`src/hw/rtl/gpt_pkg.sv`:
```
package gpt_pkg;

	localparam int NumChannelsDef = 4;
	localparam int CountWidthDef = 16;

	typedef enum logic [1:0] {
		REQ_TICK = 2'd0,
		REQ_WRITE = 2'd1,
		REQ_READ = 2'd2,
		REQ_NONE = 2'd3
	} req_t;

	localparam logic [3:0] REG_CTRL = 4'd0;
	localparam logic [3:0] REG_IRQEN = 4'd1;
	localparam logic [3:0] REG_STATUS = 4'd2;
	localparam logic [3:0] REG_EVENT = 4'd3;
	localparam logic [3:0] REG_MODE01 = 4'd4;
	localparam logic [3:0] REG_MODE23 = 4'd5;
	localparam logic [3:0] REG_CHEN = 4'd6;
	localparam logic [3:0] REG_COUNT = 4'd7;
	localparam logic [3:0] REG_PSC = 4'd8;
	localparam logic [3:0] REG_RELOAD = 4'd9;
	localparam logic [3:0] REG_CMP0 = 4'd10;
	localparam logic [3:0] REG_CMP1 = 4'd11;
	localparam logic [3:0] REG_CMP2 = 4'd12;
	localparam logic [3:0] REG_CMP3 = 4'd13;
	localparam logic [3:0] REG_SLAVE = 4'd14;

	localparam logic [2:0] OC_PWM1 = 3'd6;

	typedef struct packed {
		logic [15:0] read_value;
		logic update_irq;
		logic dma_request;
		logic [3:0] pwm_outputs;
		logic [3:0] capture_flags;
		logic running;
	} result_t;

	typedef struct packed {
		logic [1:0] req_type;
		logic [3:0] reg_index;
		logic [15:0] write_value;
		logic ext_clock_edge;
		logic [3:0] channel_pins;
	} request_t;

endpackage

```
`src/hw/rtl/gpt_core.sv`:
```
module gpt_core #(
	parameter int NUM_CHANNELS = 4,
	parameter int COUNT_WIDTH = 16
) (
	input logic clk,
	input logic arst_n,
	input logic req_fire,
	input gpt_pkg::request_t req_s1,
	output gpt_pkg::result_t res
);
	import gpt_pkg::*;

	localparam int NC = NUM_CHANNELS;
	localparam int CW = COUNT_WIDTH;

	logic [CW-1:0] cnt_q, cnt_d, reload_q, reload_d;
	logic [15:0] pcnt_q, pcnt_d, ppre_q, ppre_d, pact_q, pact_d;
	logic [3:0] ctrl_q, ctrl_d;
	logic [1:0] ien_q, ien_d;
	logic uf_q, uf_d;
	logic [NC-1:0] chf_q, chf_d, pins_q, pins_d;
	logic [7:0] mode_q [NC];
	logic [7:0] mode_d [NC];
	logic [3:0] chen_q [NC];
	logic [3:0] chen_d [NC];
	logic [CW-1:0] cmp_q [NC];
	logic [CW-1:0] cmp_d [NC];
	logic ext_q, ext_d;
	logic dma;
	logic [15:0] rd;
	logic [3:0] pwm;
	logic [CW-1:0] cnt_mid;

	function automatic logic [15:0] lo16(input logic [CW-1:0] v);
		logic [31:0] w;
		w = 32'(v);
		return w[15:0];
	endfunction

	always_comb begin
		logic upd, upd_ovf, step, inp, pol, np, prev, cur, hit;
		logic [3:0] chn;
		logic [31:0] wv;
		int ch;
		cnt_d = cnt_q;
		reload_d = reload_q;
		pcnt_d = pcnt_q;
		ppre_d = ppre_q;
		pact_d = pact_q;
		ctrl_d = ctrl_q;
		ien_d = ien_q;
		uf_d = uf_q;
		chf_d = chf_q;
		pins_d = pins_q;
		mode_d = mode_q;
		chen_d = chen_q;
		cmp_d = cmp_q;
		ext_d = ext_q;
		dma = 1'b0;
		rd = '0;
		upd = 1'b0;
		upd_ovf = 1'b0;
		step = 1'b0;
		wv = 32'(req_s1.write_value);
		chn = req_s1.reg_index - REG_CMP0;
		cnt_mid = cnt_q;
		if (req_fire) begin
			case (req_s1.req_type)
				REQ_TICK: begin
					for (int i = 0; i < NC; i++) begin
						inp = mode_q[i][1:0] != 2'd0;
						pol = chen_q[i][1];
						np = chen_q[i][3];
						prev = pins_q[i];
						cur = req_s1.channel_pins[i];
						hit = (((!pol || np) && !prev && cur) || (pol && prev && !cur));
						if (inp && chen_q[i][0] && hit) begin
							cmp_d[i] = cnt_q;
							chf_d[i] = 1'b1;
						end
					end
					pins_d = req_s1.channel_pins[NC-1:0];
					if (ctrl_q[0] && (!ext_q || req_s1.ext_clock_edge)) begin
						if (pcnt_q >= pact_q) begin
							pcnt_d = '0;
							step = 1'b1;
							if (cnt_q == reload_q) begin
								cnt_mid = '0;
								upd = 1'b1;
								upd_ovf = 1'b1;
							end else begin
								cnt_mid = cnt_q + 1'b1;
							end
							cnt_d = cnt_mid;
						end else begin
							pcnt_d = pcnt_q + 16'd1;
						end
					end
				end
				REQ_WRITE: begin
					unique case (req_s1.reg_index)
						REG_CTRL: ctrl_d = req_s1.write_value[3:0];
						REG_IRQEN: ien_d = {req_s1.write_value[8], req_s1.write_value[0]};
						REG_STATUS: begin
							uf_d = uf_q & req_s1.write_value[0];
							for (int i = 0; i < NC; i++)
								chf_d[i] = chf_q[i] & req_s1.write_value[i+1];
						end
						REG_EVENT: begin
							if (req_s1.write_value[0]) begin
								cnt_d = '0;
								pcnt_d = '0;
								upd = 1'b1;
							end
							for (int i = 0; i < NC; i++)
								if (req_s1.write_value[i+1]) begin
									if (mode_q[i][1:0] != 2'd0) cmp_d[i] = cnt_d;
									chf_d[i] = 1'b1;
								end
						end
						REG_MODE01, REG_MODE23: begin
							for (int i = 0; i < 2; i++) begin
								ch = (req_s1.reg_index == REG_MODE23) ? 2 + i : i;
								for (int k = 0; k < NC; k++)
									if (k == ch) mode_d[k] = wv[8*i +: 8];
							end
						end
						REG_CHEN: for (int i = 0; i < NC; i++) chen_d[i] = wv[4*i +: 4];
						REG_COUNT: cnt_d = CW'(req_s1.write_value);
						REG_PSC: ppre_d = req_s1.write_value;
						REG_RELOAD: reload_d = CW'(req_s1.write_value);
						REG_CMP0, REG_CMP1, REG_CMP2, REG_CMP3: begin
							for (int k = 0; k < NC; k++)
								if (chn == 4'(k) && mode_q[k][1:0] == 2'd0)
									cmp_d[k] = CW'(req_s1.write_value);
						end
						REG_SLAVE: ext_d = req_s1.write_value[14];
						default: ;
					endcase
				end
				REQ_READ: begin
					unique case (req_s1.reg_index)
						REG_CTRL: rd = {12'd0, ctrl_q};
						REG_IRQEN: rd = {7'd0, ien_q[1], 7'd0, ien_q[0]};
						REG_STATUS: rd = 16'(({chf_q, uf_q}));
						REG_MODE01, REG_MODE23: begin
							for (int i = 0; i < 2; i++) begin
								ch = (req_s1.reg_index == REG_MODE23) ? 2 + i : i;
								for (int k = 0; k < NC; k++)
									if (k == ch) rd[8*i +: 8] = mode_q[k];
							end
						end
						REG_CHEN: for (int i = 0; i < NC; i++) rd[4*i +: 4] = chen_q[i];
						REG_COUNT: rd = lo16(cnt_q);
						REG_PSC: rd = ppre_q;
						REG_RELOAD: rd = lo16(reload_q);
						REG_CMP0, REG_CMP1, REG_CMP2, REG_CMP3: begin
							for (int k = 0; k < NC; k++)
								if (chn == 4'(k)) rd = lo16(cmp_q[k]);
						end
						REG_SLAVE: rd = {1'b0, ext_q, 14'd0};
						default: rd = '0;
					endcase
				end
				default: ;
			endcase
			if (upd && !ctrl_q[1]) begin
				pact_d = ppre_q;
				if (upd_ovf || !ctrl_q[2]) begin
					uf_d = 1'b1;
					dma = ien_q[1];
				end
				if (ctrl_q[3]) ctrl_d[0] = 1'b0;
			end
			if (step)
				for (int i = 0; i < NC; i++)
					if (mode_q[i][1:0] == 2'd0 && cnt_mid == cmp_q[i]) chf_d[i] = 1'b1;
		end
		pwm = '0;
		for (int i = 0; i < NC; i++)
			if (mode_d[i][1:0] == 2'd0 && chen_d[i][0] && mode_d[i][6:4] == OC_PWM1 &&
				cnt_d < cmp_d[i])
				pwm[i] = 1'b1;
	end

	always_ff @(posedge clk or negedge arst_n) begin
		if (!arst_n) begin
			cnt_q <= '0;
			reload_q <= '1;
			pcnt_q <= '0;
			ppre_q <= '0;
			pact_q <= '0;
			ctrl_q <= '0;
			ien_q <= '0;
			uf_q <= 1'b0;
			chf_q <= '0;
			pins_q <= '0;
			ext_q <= 1'b0;
			for (int i = 0; i < NC; i++) begin
				mode_q[i] <= '0;
				chen_q[i] <= '0;
				cmp_q[i] <= '0;
			end
		end else begin
			cnt_q <= cnt_d;
			reload_q <= reload_d;
			pcnt_q <= pcnt_d;
			ppre_q <= ppre_d;
			pact_q <= pact_d;
			ctrl_q <= ctrl_d;
			ien_q <= ien_d;
			uf_q <= uf_d;
			chf_q <= chf_d;
			pins_q <= pins_d;
			ext_q <= ext_d;
			mode_q <= mode_d;
			chen_q <= chen_d;
			cmp_q <= cmp_d;
		end
	end

	always_comb begin
		res = '0;
		res.read_value = rd;
		res.update_irq = uf_d & ien_d[0];
		res.dma_request = dma;
		res.pwm_outputs = pwm;
		res.capture_flags = 4'(chf_d);
		res.running = ctrl_d[0];
	end

`ifndef SYNTHESIS
	a_dma_needs_flag: assert property (@(posedge clk) disable iff (!arst_n)
		dma |=> uf_q) else $error("dma without update flag");
	a_idle_holds_count: assert property (@(posedge clk) disable iff (!arst_n)
		!req_fire |=> $stable(cnt_q)) else $error("count moved while idle");
	a_read_no_state: assert property (@(posedge clk) disable iff (!arst_n)
		(req_fire && req_s1.req_type == REQ_READ) |=> $stable(ctrl_q))
		else $error("read changed control");
`endif
endmodule

```
`src/hw/rtl/general_purpose_timer_peripheral_core.sv`:
```
// general purpose 16-bit timer with four capture/compare channels
// request channel: req_valid/req_stall with req_type, reg_index, write_value,
// ext_clock_edge and channel_pins; type 0 is a clock tick, 1 a register
// write, 2 a register read
// result channel: res_valid/res_stall, one result per request carrying
// read_value, update_irq, dma_request, pwm_outputs, capture_flags, running
// the request is latched in an input register, evaluated against the timer
// state combinationally, and the result lands in an output register; the
// request waits in the input register while the output register is stalled
// throughput is one request per cycle while the result is not stalled
// a stalled result holds; the input stage stalls only while it holds a
// request and the output register is full and stalled
// reset clears the timer and valid state; reload resets to all ones and no result is valid
module general_purpose_timer_peripheral_core #(
	parameter int NUM_CHANNELS = gpt_pkg::NumChannelsDef,
	parameter int COUNT_WIDTH = gpt_pkg::CountWidthDef
) (
	input logic clk,
	input logic arst_n,
	input logic req_valid,
	output logic req_stall,
	input logic [1:0] req_type,
	input logic [3:0] reg_index,
	input logic [15:0] write_value,
	input logic ext_clock_edge,
	input logic [3:0] channel_pins,
	output logic res_valid,
	input logic res_stall,
	output logic [15:0] read_value,
	output logic update_irq,
	output logic dma_request,
	output logic [3:0] pwm_outputs,
	output logic [3:0] capture_flags,
	output logic running
);
	import gpt_pkg::*;

	logic v_s1, v_q, adv;
	request_t req_s1;
	result_t res, res_q;

	assign adv = v_s1 && !(v_q && res_stall);
	assign req_stall = v_s1 && !adv;

	always_ff @(posedge clk or negedge arst_n) begin
		if (!arst_n) begin
			v_s1 <= 1'b0;
			v_q <= 1'b0;
		end else begin
			if (!req_stall) v_s1 <= req_valid;
			if (adv) v_q <= 1'b1;
			else if (!res_stall) v_q <= 1'b0;
		end
	end

	always_ff @(posedge clk) begin
		if (!req_stall && req_valid)
			req_s1 <= '{req_type, reg_index, write_value, ext_clock_edge, channel_pins};
		if (adv) res_q <= res;
	end

	gpt_core #(.NUM_CHANNELS(NUM_CHANNELS), .COUNT_WIDTH(COUNT_WIDTH)) u_core (
		.clk(clk),
		.arst_n(arst_n),
		.req_fire(adv),
		.req_s1(req_s1),
		.res(res)
	);

	assign res_valid = v_q;
	assign read_value = res_q.read_value;
	assign update_irq = res_q.update_irq;
	assign dma_request = res_q.dma_request;
	assign pwm_outputs = res_q.pwm_outputs;
	assign capture_flags = res_q.capture_flags;
	assign running = res_q.running;

`ifndef SYNTHESIS
	a_stall_only_full: assert property (@(posedge clk) disable iff (!arst_n)
		req_stall |-> (v_q && res_stall)) else $error("stall without full output");
	a_hold_result: assert property (@(posedge clk) disable iff (!arst_n)
		(res_valid && res_stall) |=> res_valid) else $error("result dropped");
	a_no_loss: assert property (@(posedge clk) disable iff (!arst_n)
		(v_s1 && !adv) |=> v_s1) else $error("request lost");
`endif
endmodule

```
`config.mk`:
```
export PLATFORM = sky130hd
export DESIGN_NAME = general_purpose_timer_peripheral_core
export DESIGN_NICKNAME = d
export VERILOG_FILES = /design/src/hw/rtl/gpt_pkg.sv /design/src/hw/rtl/gpt_core.sv /design/src/hw/rtl/general_purpose_timer_peripheral_core.sv
export SDC_FILE = /design/constraint.sdc
export NUM_CORES = 1
export LEC_CHECK = 0
export BUFFER_PORTS_ARGS = -buffer_cell sky130_fd_sc_hd__buf_4
export CAP_MARGIN = 20
export CORE_UTILIZATION = 40
export CTS_CLUSTER_DIAMETER = 100
export DETAILED_ROUTE_END_ITERATION = 10
export PLACE_DENSITY = 0.53
export SYNTH_ARGS = -nofsm -noshare
export SYNTH_HDL_FRONTEND = slang
export SYNTH_HIERARCHICAL = 1
export SYNTH_SLANG_ARGS = --single-unit
```
`constraint.sdc`:
```
create_clock -name clk -period 14.4 [get_ports clk]
set_clock_uncertainty 0.2 [all_clocks]
set_input_delay 0.72 -clock clk [delete_from_list [all_inputs] [get_ports clk]]
set_output_delay 0.72 -clock clk [all_outputs]
set_load 0.1 [all_outputs]
```
==> out/results.md, run 1 <==
| Result | Value |
|:---|:---|
| Status | finished, violations left |
| Violated checks | design-rule violations, negative hold slack |
| Residual overflow from global routing | 0 |
| Total of warnings raised by yosys | 6 |
| Uppermost layer routed | met5 |
| Total number of vias | 17575 |
| Final weighted congestion in routability-driven placement | 1.02 |
| Clock latency on the worst-skew pair | 0.56 ns |
| Number of endpoints with negative hold slack in the final report | 2 |
| Worst hold-check path type | primary input to async pin |
| Wl on met1 | 34200 um |
| Data arrival time of the critical path | 6.02 ns |
| Worst-path clk slew | 0.06 ns |
| Crit Path Max Fanout | 17 |
| Worst Reg-to-Reg Cells | 21 |
| Post-synth top flop | sky130_fd_sc_hd__dfrtp_1 |
| Max-slew violation total from the final report | 0 |
| Switching power | 0.000821 W |
| Wire length of the first global-routing pass | 118000 um |
| Io pins | 60 |
| Post-synth EDFFs | 54 |
| Number of buffers inserted by hold repair at cts | 0 |
| Vias in the first global route | 16713 |
| Clock network fraction of total power | 37.9% |
| Mean post-synth cell area | 8.85 um2 |
| Relative contribution of sequential cells to total power | 37.8% |
| Core box area | 44100 um2 |
| Unrepaired setup endpoints after global routing | false |
| Sw Share | 34.6% |
| Sequential area share after synthesis | 38.6% |
| Initial core utilization | 40.5% |
| X dimension of the die | 213 um |
| Yosys cell types | 85 |
| Worst-case headroom to the max-slew limit | 27.3% |
| Endpoint of the most critical register-to-register path | pwm_outputs[3] |
| Largest delay share family, worst path | compound AO/OA/AOI/OAI gates |
| Largest net degree at the start of global routing | 119 |
| Residual DRC | 3 |
| Routed vias/inst | 6.61 |
| Final setup TNS | 0 ns |
| CTS root buf | sky130_fd_sc_hd__clkbuf_16 |
| First DRT Iteration DRCs | 2937 |
| Total length of routed met3 wires | 9400 um |
| Highest Clock Rate | 171 MHz |
| Cell Rows | 77 |
| List of cells traversed by the critical path | inv_1 -> ha_1 -> xnor2_1 -> nor4b_2 -> buf_4 -> nor3b_2 -> buf_4 -> a31oi_1 -> buf_4 -> a222oi_1 -> nor2_1 -> a21oi_1 -> o21a_1 -> ha_1 -> a21o_1 -> a21o_1 -> a21oi_1 -> o21ai_0 -> nand2b_1 -> nand4b_1 -> a41oi_1 |
| Die Area | 45500 um2 |
| Crit-path slowest cell | sky130_fd_sc_hd__edfxtp_1 |
| Post-CTS setup buffers | 0 |
| Post-route worst hold slack | -0.00311 ns |
| Level count of the clock H-tree | 2 |
| Cell-internal power | 0.00155 W |
| R2r setup slk | 8.57 ns |
| Required time of the critical path | 14.59 ns |
| Antenna viol nets, final | 0 |
| Number of instances in the synthesized netlist | 2019 |
| Layout cells sized above 1 | 16.1% |
| Number of filler instances in the final layout | 4334 |
| Fraction of synthesized cell area taken by the top area cell type | 27.2% |
| Post-synth net total | 2129 |
| Die Ht | 213 um |
| Startpoint of the most critical register-to-register path | req_s1[23] |
| Total wirelength of the detailed-routed design | 82500 um |
| Final layout net count | 2148 |
| Synthesized area | 17900 um2 |
| Share of flip-flops with an asynchronous set or reset after synthesis | 79.5% |
| Combined global-route utilization of all metal layers | 36.5% |
| Leak Pwr | 8.68 nW |
| Num CTS Buffers | 35 |
| Initial DRT Pass Iterations | 11 |
| Fraction of power consumed by combinational cells | 24.3% |
| Critical Path Most Common Cell | sky130_fd_sc_hd__buf_4 |
| Pwr Total | 0.00237 W |
| Worst path bufs/invs | 4 |
| Register bit count reported by yosys | 264 |
| Number of gates resized after CTS | 0 |
| Number of antenna violations at the first check in global routing | 5 |
| Yosys top cell by area | sky130_fd_sc_hd__dfrtp_1 |
| Number of setup violations in the final report | 0 |
| Endpoint type of the worst setup path | flop |
| Detail Route met2 WL | 33900 um |
| Total power density per cell area | 117 nW/um2 |
| CTS tree | done |
| Startpoint Class | flop |
| Main area contributors after synthesis | sky130_fd_sc_hd__dfrtp_1, sky130_fd_sc_hd__edfxtp_1, sky130_fd_sc_hd__ha_1, sky130_fd_sc_hd__mux2_2, sky130_fd_sc_hd__a222oi_1 |
| Shortest period the worst path allows | 5.83 ns |
| Delay of the slowest cell on the worst path | 0.81 ns |
| Setup CP Type | flop to flop |
| Half-perimeter wire length after placement | 58900 um |
| Final period util | 40.5% |
| Synth-to-layout area growth | 13.8% |
| Worst Max-Slew Pin Slew | 1.06 ns |
| Count of input and output buffers | 59 |
| Number of sinks on the clock net | 264 |
| Worst-case vdd ir drop | 0.102 mV |
| Max-cap viol count | 0 |
| Clock buffer depth | 3 |
| Detail-routed net length per standard cell | 31.0 um |
==> cell type report <==
class                      count  area (um2)  share of cell area, %
antenna                        2        5.00                 0.0246
timing repair buffer         141        1080                   5.34
tap                          592         741                   3.64
sequential                   264        6900                   33.9
clock inverter                13         185                  0.911
clock buffer                  50         992                   4.88
multi-input combinational   1498       10100                   49.5
inverter                      98         368                   1.81
==> state kept, by name, summed over array words and instances (netlist names), 2 cells and up <==
| name | cells |
|---|---|
| u_core/cmp_q | 64 |
| u_core/mode_q | 32 |
| req_s1 | 27 |
| read_value | 16 |
| u_core/chen_q | 16 |
| u_core/cnt_q | 16 |
| u_core/pact_q | 16 |
| u_core/pcnt_q | 16 |
| u_core/ppre_q | 16 |
| u_core/reload_q | 16 |
| capture_flags | 4 |
| pwm_outputs | 4 |
| u_core/chf_q | 4 |
| u_core/ctrl_q | 4 |
| u_core/pins_q | 4 |
| u_core/ien_q | 2 |
==> cell usage in the layout (no fill, tap or decap), types with 26 or more instances in the layout <==
cell / count
sky130_fd_sc_hd__a21o_1: 33
sky130_fd_sc_hd__a21oi_1: 157
sky130_fd_sc_hd__a222oi_1: 80
sky130_fd_sc_hd__buf_4: 136
sky130_fd_sc_hd__clkbuf_16: 35
sky130_fd_sc_hd__dfrtp_1: 194
sky130_fd_sc_hd__edfxtp_1: 54
sky130_fd_sc_hd__ha_1: 79
sky130_fd_sc_hd__inv_1: 98
sky130_fd_sc_hd__mux2_2: 87
sky130_fd_sc_hd__nand2_1: 207
sky130_fd_sc_hd__nand3_1: 39
sky130_fd_sc_hd__nand4_1: 26
sky130_fd_sc_hd__nor2_1: 187
sky130_fd_sc_hd__nor3_1: 38
sky130_fd_sc_hd__o21a_1: 57
sky130_fd_sc_hd__o21ai_0: 112
sky130_fd_sc_hd__xor2_1: 40
==> routing by layer <==
layer | vias to the layer above | GRT usage [%]
li1 | 7534 | -
met1 | 8575 | 50.7
met2 | 1196 | 52.1
met3 | 268 | 8.71
met4 | 2 | 20.3
met5 | - | 0
==> power groups by stage <==
| stage | Combinational (W) | Clock, W | Sequential, W |
|---|---|---|---|
| after global routing | 0.000608 | 0.000942 | 0.000902 |
| after floorplan | 0.000309 | 0 | 0.000923 |
| after CTS | 0.000559 | 0.000915 | 0.000893 |
| after global placement | 0.000555 | 0 | 0.000905 |
| final | 0.000577 | 0.000901 | 0.000896 |
| after detailed placement | 0.000557 | 0 | 0.000906 |
==> cell families after synthesis <==
family,count (synthesis),synth area share [%]
simple gates,642,17.2
compound gates,606,23.4
flops,264,38.6
buf+inv,257,5.50
mux,107,6.60
fa+ha+maj,79,5.53
xor+xnor,64,3.14
==> how the worst max path moves through the flow <==
stage,from,end,slack [ns],depth (start not counted)
after CTS,req_s1[23],pwm_outputs[3],8.70,21
after detailed placement,req_s1[23],pwm_outputs[3],8.74,21
final,req_s1[23],pwm_outputs[3],8.57,21
after floorplan,res_valid,pwm_outputs[0],8.34,12
after global placement,req_s1[23],pwm_outputs[1],8.19,20
after global routing,req_s1[23],pwm_outputs[3],8.31,21
==> worst reg2reg max path, stage by stage (launching register included) <==
cell                       delay, ns
sky130_fd_sc_hd__edfxtp_1       0.81
sky130_fd_sc_hd__inv_1          0.27
sky130_fd_sc_hd__ha_1           0.27
sky130_fd_sc_hd__xnor2_1        0.43
sky130_fd_sc_hd__nor4b_2        0.10
sky130_fd_sc_hd__buf_4          0.23
sky130_fd_sc_hd__nor3b_2        0.19
sky130_fd_sc_hd__buf_4          0.25
sky130_fd_sc_hd__a31oi_1        0.68
sky130_fd_sc_hd__buf_4          0.32
sky130_fd_sc_hd__a222oi_1       0.10
sky130_fd_sc_hd__nor2_1         0.12
sky130_fd_sc_hd__a21oi_1        0.06
sky130_fd_sc_hd__o21a_1         0.24
sky130_fd_sc_hd__ha_1           0.32
sky130_fd_sc_hd__a21o_1         0.16
sky130_fd_sc_hd__a21o_1         0.17
sky130_fd_sc_hd__a21oi_1        0.15
sky130_fd_sc_hd__o21ai_0        0.17
sky130_fd_sc_hd__nand2b_1       0.12
sky130_fd_sc_hd__nand4b_1       0.10
sky130_fd_sc_hd__a41oi_1        0.21
==> per-stage QoR <==
step	hold WS (ns)	area [um2]	cells	setup slack, ns	utilization, %
3_5_place_dp	0.288	19100	2592	8.74	43.3
5_1_grt	0.0912	20300	2656	8.31	46.1
6_report	-0.00311	20300	2658	8.57	46.1
4_1_cts	0.0647	20300	2655	8.70	46.0
2_1_floorplan	0.224	17900	2019	8.34	-
3_3_place_gp	0.278	19100	2588	8.19	43.3
==> synthesized netlist by cell type (all sizes together), types with 22 or more instances <==
cell	n
nand2	207
dfrtp	194
nor2	189
a21oi	157
clkbuf	135
o21ai	115
inv	98
mux2	87
a222oi	80
ha	79
o21a	57
edfxtp	54
nor3	45
nand3	40
xor2	40
a21o	34
nand4	28
buf	24
xnor2	24
nand2b	22
Power figures use the tool's default switching activity.
==> inputs of run 2 (changes only) <==
==> constraint.sdc (replaced) <==
create_clock -name clk -period 5.4 [get_ports clk]
set_clock_uncertainty 0.2 [all_clocks]
set_input_delay 0.27 -clock clk [delete_from_list [all_inputs] [get_ports clk]]
set_output_delay 0.27 -clock clk [all_outputs]
set_load 0.1 [all_outputs]
==> out/results.md, run 2 (synthesis gave the netlist of run 1 again) <==
| Result | Value | vs previous |
|:---|:---|:---|
| Core box area | 44100 um2 | unchanged |
| Level count of the clock H-tree | 2 | unchanged |
| R2r setup slk | 0.20 ns | was 8.57 ns |
| Max-slew violation total from the final report | 0 | unchanged |
| Number of endpoints with negative hold slack in the final report | 0 | was 2 |
| Unrepaired setup endpoints after global routing | false | unchanged |
| Required time of the critical path | 5.51 ns | was 14.59 ns |
| Residual overflow from global routing | 0 | unchanged |
| Io pins | 60 | unchanged |
| Startpoint Class | flop | unchanged |
| Total power density per cell area | 302 nW/um2 | was 117 nW/um2 |
| Post-CTS setup buffers | 0 | unchanged |
| CTS tree | done | unchanged |
| Worst hold-check path type | primary input to async pin | unchanged |
| Endpoint type of the worst setup path | flop | unchanged |
| Core utilization of the finished layout | 47.3% | was 46.1% |
| Post-detailed-placement cell area | 19400 um2 | was 19100 um2 |
| Detail Route met2 WL | 36500 um | was 33900 um |
| Number of antenna violations at the first check in global routing | 3 | was 5 |
| Final weighted congestion in routability-driven placement | 1.03 | was 1.02 |
| Number of setup violations in the final report | 0 | unchanged |
| Number of sinks on the clock net | 264 | unchanged |
| Fraction of power consumed by combinational cells | 25.0% | was 24.3% |
| Die Area | 45500 um2 | unchanged |
| Sw Share | 35.6% | was 34.6% |
| Register with the highest flop count | u_core/cmp_q | unchanged |
| Cell Rows | 77 | unchanged |
| Clock buffer depth | 3 | unchanged |
| Layout cells sized above 1 | 17.1% | was 16.1% |
| Endpoint of the most critical register-to-register path | capture_flags[2] | was pwm_outputs[3] |
| Wl on met1 | 36200 um | was 34200 um |
| Worst-case headroom to the max-slew limit | 24.2% | was 27.3% |
| Pwr Total | 0.00630 W | was 0.00237 W |
| Most used cells in the layout excluding fill and tap cells | sky130_fd_sc_hd__nand2_1, sky130_fd_sc_hd__dfrtp_1, sky130_fd_sc_hd__nor2_1 | unchanged |
| Largest register FFs | 64 | unchanged |
| Clock latency on the worst-skew pair | 0.58 ns | was 0.56 ns |
| Final layout net count | 2217 | was 2148 |
| Leak Pwr | 8.97 nW | was 8.68 nW |
| Largest net degree at the start of global routing | 116 | was 119 |
| Setup CP Type | flop to flop | unchanged |
| X dimension of the die | 213 um | unchanged |
| Antenna viol nets, final | 0 | unchanged |
| Switching power | 0.00224 W | was 0.000821 W |
| Antenna Diode Count | 0 | was 2 |
| Residual DRC | 9 | was 3 |
| Die Ht | 213 um | unchanged |
| Synth-to-layout area growth | 16.8% | was 13.8% |
| Violated checks | design-rule violations | was design-rule violations, negative hold slack |
| Wire length of the first global-routing pass | 124000 um | was 118000 um |
| Relative contribution of sequential cells to total power | 38.7% | was 37.8% |
| Data arrival time of the critical path | 5.31 ns | was 6.02 ns |
| Cell-internal power | 0.00405 W | was 0.00155 W |
| Final setup slack of the worst path | 0.202 ns | was 8.57 ns |
| Routed vias/inst | 6.55 | was 6.61 |
| Worst Reg-to-Reg Cells | 10 | was 21 |
| Initial DRT Pass Iterations | 11 | unchanged |
| Final setup TNS | 0 ns | unchanged |
| Leading registers by flop count | u_core/cmp_q x64, u_core/mode_q x32, req_s1 x27 | unchanged |
| Max-cap viol count | 0 | unchanged |
| Uppermost layer routed | met5 | unchanged |
| Setup slack after placement | 0.169 ns | was 8.74 ns |
| CTS root buf | sky130_fd_sc_hd__clkbuf_16 | unchanged |
| First DRT Iteration DRCs | 3203 | was 2937 |
| Most common cell after layout, fill and taps aside | sky130_fd_sc_hd__nand2_1 | unchanged |
| Crit Path Max Fanout | 10 | was 17 |
| Total length of routed met3 wires | 9130 um | was 9400 um |
| Shortest period the worst path allows | 5.20 ns | was 5.83 ns |
| Status | finished, violations left | unchanged |
| Combined global-route utilization of all metal layers | 38.6% | was 36.5% |
| Detail-routed net length per standard cell | 31.9 um | was 31.0 um |
| Worst-path clk slew | 0.06 ns | about the same |
| Half-perimeter wire length after placement | 63800 um | was 58900 um |
| Worst-case vdd ir drop | 0.247 mV | was 0.102 mV |
| Worst Max-Slew Pin Slew | 1.13 ns | was 1.06 ns |
| Startpoint of the most critical register-to-register path | u_core/cnt_q[1] | was req_s1[23] |
| Total number of vias | 17857 | was 17575 |
| Total wirelength of the detailed-routed design | 87000 um | was 82500 um |
| Final design instance area without fill | 20900 um2 | was 20300 um2 |
| Clock network fraction of total power | 36.3% | was 37.9% |
| Final period util | 96.3% | was 40.5% |
| Count of input and output buffers | 59 | unchanged |
| Num CTS Buffers | 35 | unchanged |
| Highest Clock Rate | 192 MHz | was 171 MHz |
| Vias in the first global route | 17053 | was 16713 |
| Initial core utilization | 40.5% | unchanged |
-- run 2: worst max-delay path by stage --
| stage | start | end | slack (ns) | cells after the start |
|---|---|---|---|---|
| 6_report | u_core/cnt_q[1] | capture_flags[2] | 0.20 | 10 |
| 5_1_grt | u_core/pcnt_q[13] | pwm_outputs[0] | 0.01 | 16 |
| 4_1_cts | u_core/cnt_q[1] | capture_flags[2] | 0.16 | 10 |
| 3_5_place_dp | u_core/cnt_q[1] | capture_flags[2] | 0.17 | 10 |
| 3_3_place_gp | u_core/cnt_q[1] | capture_flags[2] | 0.15 | 10 |
| 2_1_floorplan | res_valid | pwm_outputs[0] | 0.09 | 12 |
-- run 2: area by class of cell --
cell class,instances,area (um2)
fillers,4405,23300
clock buffers,48,925
multi-input cells,1498,10100
repair buffers,210,1700
well taps,592,741
clock inverters,16,166
flip-flops and latches,264,6900
inverters,98,368
-- run 2: timing repair --
| item | in CTS | in global routing |
|---|---|---|
| resized for setup | 0 | 4 |
| hold buffers | 31 | 0 |
| hold endpoints to repair | 118 | 0 |
| setup endpoints to repair | 0 | 3 |
-- run 2: metrics by stage --
stage	std cells	hold slack [ns]
2_1_floorplan	2019	-0.226
3_3_place_gp	2627	0.182
3_5_place_dp	2628	0.178
4_1_cts	2723	0.165
5_1_grt	2726	0.195
6_report	2726	0.113
-- run 2: critical path, cell delays in order, from the launching register on --
cell                       delay [ns]
sky130_fd_sc_hd__dfrtp_1         0.66
sky130_fd_sc_hd__buf_4           0.23
sky130_fd_sc_hd__ha_1            0.32
sky130_fd_sc_hd__nand3_1         0.38
sky130_fd_sc_hd__nor4_2          0.47
sky130_fd_sc_hd__o211ai_1        0.12
sky130_fd_sc_hd__or4_1           0.65
sky130_fd_sc_hd__a21boi_4        0.26
sky130_fd_sc_hd__a2111o_1        0.47
sky130_fd_sc_hd__or4_1           0.62
sky130_fd_sc_hd__o41ai_4         0.56
-- run 2: power groups by stage --
stage / clock (W) / sequential (W) / combinational [W]
after floorplan: 0 / 0.00246 / 0.000823
after global placement: 0 / 0.00246 / 0.00149
after detailed placement: 0 / 0.00246 / 0.00150
after CTS: 0.00232 / 0.00242 / 0.00152
after global routing: 0.00240 / 0.00245 / 0.00165
final: 0.00229 / 0.00243 / 0.00157
-- run 2: layer usage --
layer / global-route usage [%] / vias up
li1: - / 7639
met1: 53.6 / 8849
met2: 55.9 / 1150
met3: 8.16 / 217
met4: 21.2 / 2
met5: 0 / -
